`src/design/dbms_div.sv`:
```
// Restoring unsigned divider, one quotient bit per cycle.
// Depends on nothing; shared for the cell pitch and the mean confidence.
module dbms_div #(
    parameter int NUM_W = 22,
    parameter int DEN_W = 7
) (
    input  logic             aclk,
    input  logic             aresetn,
    input  logic             start,
    input  logic [NUM_W-1:0] numer,
    input  logic [DEN_W-1:0] denom,
    output logic             done,
    output logic [NUM_W-1:0] quot,
    output logic [DEN_W-1:0] rem
);

    localparam int CW = $clog2(NUM_W + 1);

    logic [NUM_W-1:0] quo_reg, quo_next;
    logic [DEN_W-1:0] rem_reg, rem_next;
    logic [DEN_W-1:0] den_reg;
    logic [CW-1:0]    cnt_reg, cnt_next;
    logic             busy_reg, busy_next;
    logic             done_reg, done_next;
    logic [DEN_W:0]   shifted;

    always_comb begin
        quo_next  = quo_reg;
        rem_next  = rem_reg;
        cnt_next  = cnt_reg;
        busy_next = busy_reg;
        done_next = 1'b0;
        shifted   = {rem_reg, quo_reg[NUM_W-1]};
        if (start) begin
            quo_next  = numer;
            rem_next  = '0;
            cnt_next  = '0;
            busy_next = 1'b1;
        end else if (busy_reg) begin
            if (shifted >= {1'b0, den_reg}) begin
                rem_next = DEN_W'(shifted - {1'b0, den_reg});
                quo_next = {quo_reg[NUM_W-2:0], 1'b1};
            end else begin
                rem_next = DEN_W'(shifted);
                quo_next = {quo_reg[NUM_W-2:0], 1'b0};
            end
            cnt_next = cnt_reg + 1'b1;
            if (cnt_reg == CW'(NUM_W - 1)) begin
                busy_next = 1'b0;
                done_next = 1'b1;
            end
        end
    end

    always_ff @(posedge aclk) begin
        if (!aresetn) begin
            busy_reg <= 1'b0;
            done_reg <= 1'b0;
            cnt_reg  <= '0;
        end else begin
            busy_reg <= busy_next;
            done_reg <= done_next;
            cnt_reg  <= cnt_next;
        end
        quo_reg <= quo_next;
        rem_reg <= rem_next;
        if (start) begin
            den_reg <= denom;
        end
    end

    assign done = done_reg;
    assign quot = quo_reg;
    assign rem  = rem_reg;

endmodule

```
`config.mk`:
```
export PLATFORM = sky130hd
export DESIGN_NAME = dbms_div
export DESIGN_NICKNAME = d
export VERILOG_FILES = /design/src/design/dbms_div.sv
export SDC_FILE = /design/constraint.sdc
export NUM_CORES = 1
export LEC_CHECK = 0
export ABC_AREA = 1
export BUFFER_PORTS_ARGS = -buffer_cell sky130_fd_sc_hd__buf_2
export CAP_MARGIN = 0
export CORE_ASPECT_RATIO = 1.4
export CORE_UTILIZATION = 40
export CTS_CLUSTER_DIAMETER = 50
export DETAILED_ROUTE_END_ITERATION = 10
export SETUP_SLACK_MARGIN = 0.05
export SLEW_MARGIN = 30
export SYNTH_ARGS = -nofsm -noshare
export SYNTH_HDL_FRONTEND = slang
export SYNTH_SLANG_ARGS = --single-unit
```
`constraint.sdc`:
```
create_clock -name aclk -period 3.3 [get_ports aclk]
set_input_delay 0.165 -clock aclk [delete_from_list [all_inputs] [get_ports aclk]]
set_output_delay 0.165 -clock aclk [all_outputs]
set_load 0.03 [all_outputs]
```
# After elaboration in Yosys (flattened, before gate mapping)
# Index checks and enable logic that the tools add are counted.
# word_totals
n_memories	0
mem_bits_ro	0
ram_bits	0
ff_bits	43
out_inout_bits	30
latch_bits	0
# classes
reduce_logical	3
div	0
magnitude_cmp	1
muxes	8
n_eq_ne	1
shifts	0
multipliers	0
n_addsub	2
bitwise_logic	2
# op_table
cell	count
$mux W22	2
$ge A8 B7 Y1	1
$mux W7	1
$sub A7 B7 Y7	1
$add A5 B1 Y5 const B	1
$eq A5 B5 Y1 const B	1
$mux W1	5
$reduce_or A3 Y1	1
$not A1 Y1	2
$reduce_bool A2 Y1	1
$reduce_or A2 Y1	1

# Logic depth before layout (Yosys ltp)
# Gate-level depths: netlist of the first run.
# logic_depth
word_depth	4
mapped_depth	12

# Worst setup path before layout of the first run
# No wires, ideal clock.
# synth_path
path_type	flip-flop to flip-flop
startpoint	register quo_reg[21], in the netlist quot[21]
endpoint	register rem_reg[0], in the netlist rem[0]
path_stages_with_launch	12
path_slack_ns	1.387
period_less_slack_ns	1.913
arrival_ns	1.788
n_path_buf	0
path_cell_list	edfxtp_1 inv_1 ha_1 fa_1 inv_1 nand2_1 nand2_1 nand3_1 nand3_4 nand2_1 nand3_1 o21ai_2
# synth_between
elab_chain_len	2
word_cells_on_any_way	3
classes_between	add/sub: 1; order compare: 1; mux: 1
# synth_lines
item	line_no	source
from (decl)	19	logic [NUM_W-1:0] quo_reg, quo_next;
from (signal assigned)	65	quo_reg <= quo_next;
$sub A7 B7 Y7 / $ge A8 B7 Y1 (equally long branches)	41, 40	
$mux W7 *	40	if (shifted >= {1'b0, den_reg}) begin
to (signal assigned)	66	rem_reg <= rem_next;
to (decl)	20	logic [DEN_W-1:0] rem_reg, rem_next;
# Mark *: on every way between the ends. The rest lies on a longest branch, timed or not.
# A chain may end at the register's enable or synchronous reset.

# Final worst setup path of the first run
# layout_path
startpoint	register quo_reg[21], in the netlist quot[21]
endpoint	register quo_reg[0], in the netlist quot[0], data pin
# layout_between
elab_chain_len	4
# layout_lines
item	line_no	source
$ge A8 B7 Y1	40	
$mux W1	40	
$mux W22	39	end else if (busy_reg) begin
$mux W22	34	if (start) begin
net quo_next[0]	19	
# The timed path passes the listed nets, and every way through them passes these cells. The select of a mux whose other input is x is not followed.

==> results.toml, run 1 <==
[status]
outcome = "finished, final reports clean"

[critical_path]
path_buf_inv = 2
cp_cell_sequence = "inv_1 > ha_1 > fa_1 > inv_1 > nand2_1 > nand2_1 > nand2_1 > nand2_1 > nand2_2 > a31oi_1"
start_kind = "register"
slowest_stage = "fa_1"
crit_path_end_kind = "register"
cp.arrival_ps = 2000
cp_slowest_stage_delay_ps = 400
reg2reg_slack_ps = 1430
ff2ff_path_depth = 10
timing.rr.end = "quot[0]"
crit_fanout = 8
r2r_start = "quot[21]"
path_common_cell = "nand2_1"
required_ps = 3430
critPathTopFamily = "adder cells"
critPathKind = "reg2reg"

[detailed_routing]
finalWirelength_mm = 4.46
drc = 0
avgViaCountPerCell = 4.82
final_antenna_net_count = 0
first_pass_iters = 4
vias = 1852
drt_iter0_markers = 70
wl_per_cell_um = 11.6

[logic_synthesis]
yosys.area_share.simple_pct = 31.6
synth_compound_gate_area_share_pct = 3.06
synth-edff-count = 29
synth-seq-cells = 43
synth_xor_area_share_pct = 0.794
synth_nets = 297
yosysSeqAreaShare_pct = 52.2
netlist_area_um2 = 2210
synth_cell_types = 32
synth_fa_ha_area_share_pct = 6.01
synthFlopType = "edfxtp_1"
yosysWarnings = 0
syn_avg_cell_area_um2 = 8.66
synth_mux_area_share_pct = 0
synth_top_family_by_area = "simple AND/OR/NAND/NOR gates"
synth_cells = 255
async_reset_ff_share_pct = 0

[sta]
tns_ps = 0
tightest_slew_ps = 706
drv_slew = 0
slew_headroom_pct = 52.9
finalCriticalPeriod_ps = 1870
finalHoldViolCount = 0
clock_skew_ps = 10.6
fin_crit_sh_pct = 56.7
setup_viol = 0
max_freq_ghz = 0.535
rsz0062_at_grt = "no"

[clock_tree]
cts.sinks = 43
cts_tree = "built"
cts_root_buffer = "clkbuf_8"
clock_latency_ps = 290
cts_resized = 0
cts_buffers = 5
cts_setup_buffers = 0
cts_buffer_depth = 2
cts_hold_buf = 0
cts_htree_levels = 2
path_clk_slew_ps = 80

[power]
p_sw_share_pct = 30.1
p_int_uw = 883
pwr-share-clk_pct = 26.9
seq_power_share_pct = 51.5
pwr-share-comb_pct = 21.6
p_sw_uw = 380
powerDensity_nw_per_um2 = 475
p_leak_uw = 0.00136
ir_drop_uv = 257

[die]
die_h_um = 89.9
die-area_um2 = 5820
core_area_um2 = 5240
io_pins = 62
start_util_pct = 42.2
die_x_um = 64.8
placementRows = 31

[finish]
areaGrowthSynthToFinish_pct = 20.5
finalInstanceArea_um2 = 2660
most-common-layout-cells = "nand2_1, buf_2, edfxtp_1"
layout_commonest_cell = "nand2_1"
final_nets = 359
layout-drive-gt1-share_pct = 25.5
diodes = 0
largest_reg_flops = 22

[flow_run]
maxCapViolCount = 0

[place]
place_congestion = 0.783
dp_hpwl_mm = 3.33
portBuffers = 61
dpl_cell_area_um2 = 2570

[worst_hold_path]
whs_path_depth = 1
hp-class = "in2reg"
min-delay-start = "denom[3]"
hold_end = "den_reg[3]"

[global_routing]
grt_overflow = 0
track_usage_pct = 17.0
grt_max_degree = 33
grt_pass1_vias = 1772
grt_pass1_wl_mm = 7.76
grt_antenna_before_repair = 0
## final cells by class
cell class	count	area, um^2
Inverter	30	113
Tap cell	66	82.6
Clock buffer	7	86.3
Sequential cell	43	1150
Multi-Input combinational cell	176	916
Timing Repair Buffer	61	305
Clock inverter	1	5.00
Fill cell	548	2580
## metrics by stage
step	setup WS, ps	hold slack [ps]	total power (uW)	utilization [%]	instances
6_report	1430	50.0	1260	50.8	384
5_1_grt	1230	36.7	1330	50.8	384
4_1_cts	1420	40.0	1280	50.8	384
3_5_place_dp	1460	343	938	49.0	376
3_3_place_gp	1530	342	938	49.0	376
2_1_floorplan	1390	264	857	-	255
## per-layer routing
metal | vias to the layer above | track usage, % | part of all wire [%]
met5 | - | 0 | 0
met4 | 0 | 6.11 | 1.0
met3 | 4 | 3.30 | 5.3
met2 | 51 | 28.6 | 50
met1 | 852 | 21.1 | 44
li1 | 945 | - | -
## cell families after synthesis
family / Yosys count
flip-flops: 43
buffers and inverters: 36
AO/OA/AOI/OAI: 9
adder cells (fa/ha/maj): 10
XOR/XNOR: 2
AND/OR/NAND/NOR: 155
## worst max path at each step
stage / slack, ps / depth (start not counted) / end / from
4_1_cts: 1420 / 10 / quot[0] / quot[21]
6_report: 1430 / 10 / quot[0] / quot[21]
3_3_place_gp: 1530 / 10 / quot[0] / quot[21]
5_1_grt: 1230 / 10 / quot[0] / quot[21]
3_5_place_dp: 1460 / 10 / quot[0] / quot[21]
2_1_floorplan: 1390 / 11 / rem[0] / quot[21]
## power by group through the flow
stage	clock network (uW)	registers [uW]	logic (uW)
2_1_floorplan	0	724	133
3_3_place_gp	0	664	274
3_5_place_dp	0	662	276
4_1_cts	351	651	277
5_1_grt	372	658	304
6_report	340	650	272
## worst register-to-register path: stages (launching register included)
cell and delay (ps):
edfxtp_1 350, inv_1 60, ha_1 220, fa_1 400, inv_1 90, nand2_1 50
nand2_1 80, nand2_1 80, nand2_1 70, nand2_2 110, a31oi_1 200
## cells in the mapped netlist, drive strengths merged (2+ instances only)
cell type,count,area (um^2)
nand4,3,18.8
nand3,18,113
ha,9,113
inv,29,109
nor3,6,30.0
a31oi,2,12.5
dfxtp,14,280
nand3b,5,37.5
a21oi,4,31.3
clkbuf,3,11.3
edfxtp,29,871
nand2,111,419
xor2,2,17.5
nor2,10,63.8
buf,3,16.3
(Power assumes the default switching activity.)
==> inputs of run 2 (changes only) <==
- PLACE_DENSITY: default -> 0.66
- clock period: 3.3 -> 1.7 ns (I/O delays scaled with it)
==> run 2 against run 1 <==
Effect of this change:
- the flow now finishes with violations (setup timing)
- sequential power increased by 94%
- core utilization grew 4.4 points
- first-iteration DRC count shrank 29%
- cell area grew 8.7%
- critical path type unchanged
- critical endpoint unchanged
- highest routed layer unchanged
==> results.toml, run 2 (synthesized netlist as in run 1, its figures left out) <==
[critical_path]
reg2reg_slack_ps = -10
r2r_start = "den_reg[0]"
path_common_cell = "nand2_2"
critPathKind = "reg2reg"
timing.rr.end = "quot[0]"
start_kind = "register"
ff2ff_path_depth = 9
crit_path_end_kind = "register"
cp_cell_sequence = "ha_4 > fa_2 > inv_2 > nand2_2 > nand2_2 > nand2_2 > nand2_2 > nand2_4 > a31oi_1"
cp.arrival_ps = 1850
crit_fanout = 8
required_ps = 1840
cp_slowest_stage_delay_ps = 420
slowest_stage = "edfxtp_1"

[detailed_routing]
wl_per_cell_um = 12.2
vias = 1902
drc = 0
first_pass_iters = 4
drt_iter0_markers = 50
final_antenna_net_count = 0
finalWirelength_mm = 4.88
avgViaCountPerCell = 4.76

[status]
violations = "setup timing"
outcome = "finished with violations"

[die]
die_h_um = 89.9
placementRows = 31
start_util_pct = 42.2
die_x_um = 64.8
die-area_um2 = 5820
io_pins = 62
core_area_um2 = 5240

[sta]
fin_ws_ps = -10.0
slew_headroom_pct = 66.5
drv_slew = 0
finalHoldViolCount = 0
setup_viol = 1
tightest_slew_ps = 502
fin_crit_sh_pct = 101
rsz0062_at_grt = "yes"
max_freq_ghz = 0.585
clock_skew_ps = 9.29
finalCriticalPeriod_ps = 1710

[finish]
largest_reg_flops = 22
areaGrowthSynthToFinish_pct = 31.0
diodes = 0
final_cells = 400
most-common-layout-cells = "nand2_1, buf_2, edfxtp_1"
final_nets = 375
layout_commonest_cell = "nand2_1"
layout-drive-gt1-share_pct = 31.1

[global_routing]
grt_pass1_wl_mm = 8.40
grt_antenna_before_repair = 0
track_usage_pct = 18.4
grt_max_degree = 26
grt_overflow = 0
grt_pass1_vias = 1838

[clock_tree]
path_clk_slew_ps = 80
cts_buffer_depth = 2
cts_tree = "built"
clock_latency_ps = 290
cts_htree_levels = 2
cts.sinks = 43
cts_buffers = 5
cts_root_buffer = "clkbuf_8"

[power]
seq_power_share_pct = 46.8
p_sw_share_pct = 29.1
ir_drop_uv = 543
p_leak_uw = 0.00147
powerDensity_nw_per_um2 = 932
pwr-share-clk_pct = 30.4
power_uw = 2690
p_sw_uw = 783
p_int_uw = 1910
pwr-share-comb_pct = 22.7

[worst_hold_path]
hold_end = "busy_reg"
whs_path_depth = 3
hp-class = "in2reg"
min-delay-start = "aresetn"

[place]
place_inst = 382
dp_hpwl_mm = 3.55
portBuffers = 61
place_congestion = 0.824

[flow_run]
maxCapViolCount = 0
[run 2: cell count changes in the layout (fill, tap and decap cells not counted), sizes merged]
cell / previous run / this run
buf: 61 / 70
clkbuf: 7 / 6
dlygate4sd3: 0 / 7
bufinv: 0 / 1
[run 2: per-stage QoR]
step	instance area [um^2]	setup TNS, ps	hold WS, ps	util (%)	setup WS, ps
floorplan	2220	-788	184	-	-117
global placement	2620	0	263	50.1	21.6
detailed placement	2620	-77.1	264	50.1	-31.4
CTS	2870	0	40.1	54.8	38.9
global route	2890	-362	55.0	55.2	-69.0
finish	2890	-10.0	42.2	55.2	-10.0
[run 2: layout make-up]
type | count | area, um^2
fillers | 505 | 2350
flip-flops and latches | 43 | 1150
multi-input cells | 176 | 971
repair buffers | 77 | 455
inverters | 30 | 113
clock buffers | 6 | 82.6
well taps | 66 | 82.6
clock inverters | 2 | 35.0
[run 2: per-layer routing]
metal  track usage, %  vias to the layer above  wire length (um)
met5                0                        -                 0
met4             5.56                        0                70
met3             3.55                        7               218
met2             31.8                       47              2530
met1             22.7                      871              2060
li1                 -                      977                 -
[run 2: worst max path at each step]
stage | endpoint | startpoint | slack (ps) | cells past startpoint
after floorplan | rem[0] | quot[21] | -120 | 12
after global placement | quot[0] | den_reg[0] | 20 | 9
after detailed placement | rem[0] | quot[21] | -30 | 12
after CTS | rem[0] | quot[21] | 40 | 11
after global routing | rem[2] | den_reg[0] | -70 | 11
final | quot[0] | den_reg[0] | -10 | 9
[run 2: timing repair]
action                                  4_1_cts  5_1_grt
gates cloned                                  0        0
hold buffers                                  7        0
setup buffers                                 3        0
endpoints found under the setup margin        8        8
endpoints found under the hold margin         7        0
resized for setup                             6        6
pin swaps                                     1        4
[run 2: critical path, delay by kind of cell, from the launching register on]
family	cells	cell delay, ps
buffers and inverters	1	70
flip-flops	1	420
AO/OA/AOI/OAI	1	160
adder cells (fa/ha/maj)	2	540
AND/OR/NAND/NOR	5	350
[run 2: power groups by stage]
stage               clock network [uW]  logic, uW  registers, uW
global route                       876        675           1270
floorplan                            0        262           1410
CTS                                843        603           1260
detailed placement                   0        561           1280
global placement                     0        554           1280
finish                             819        613           1260
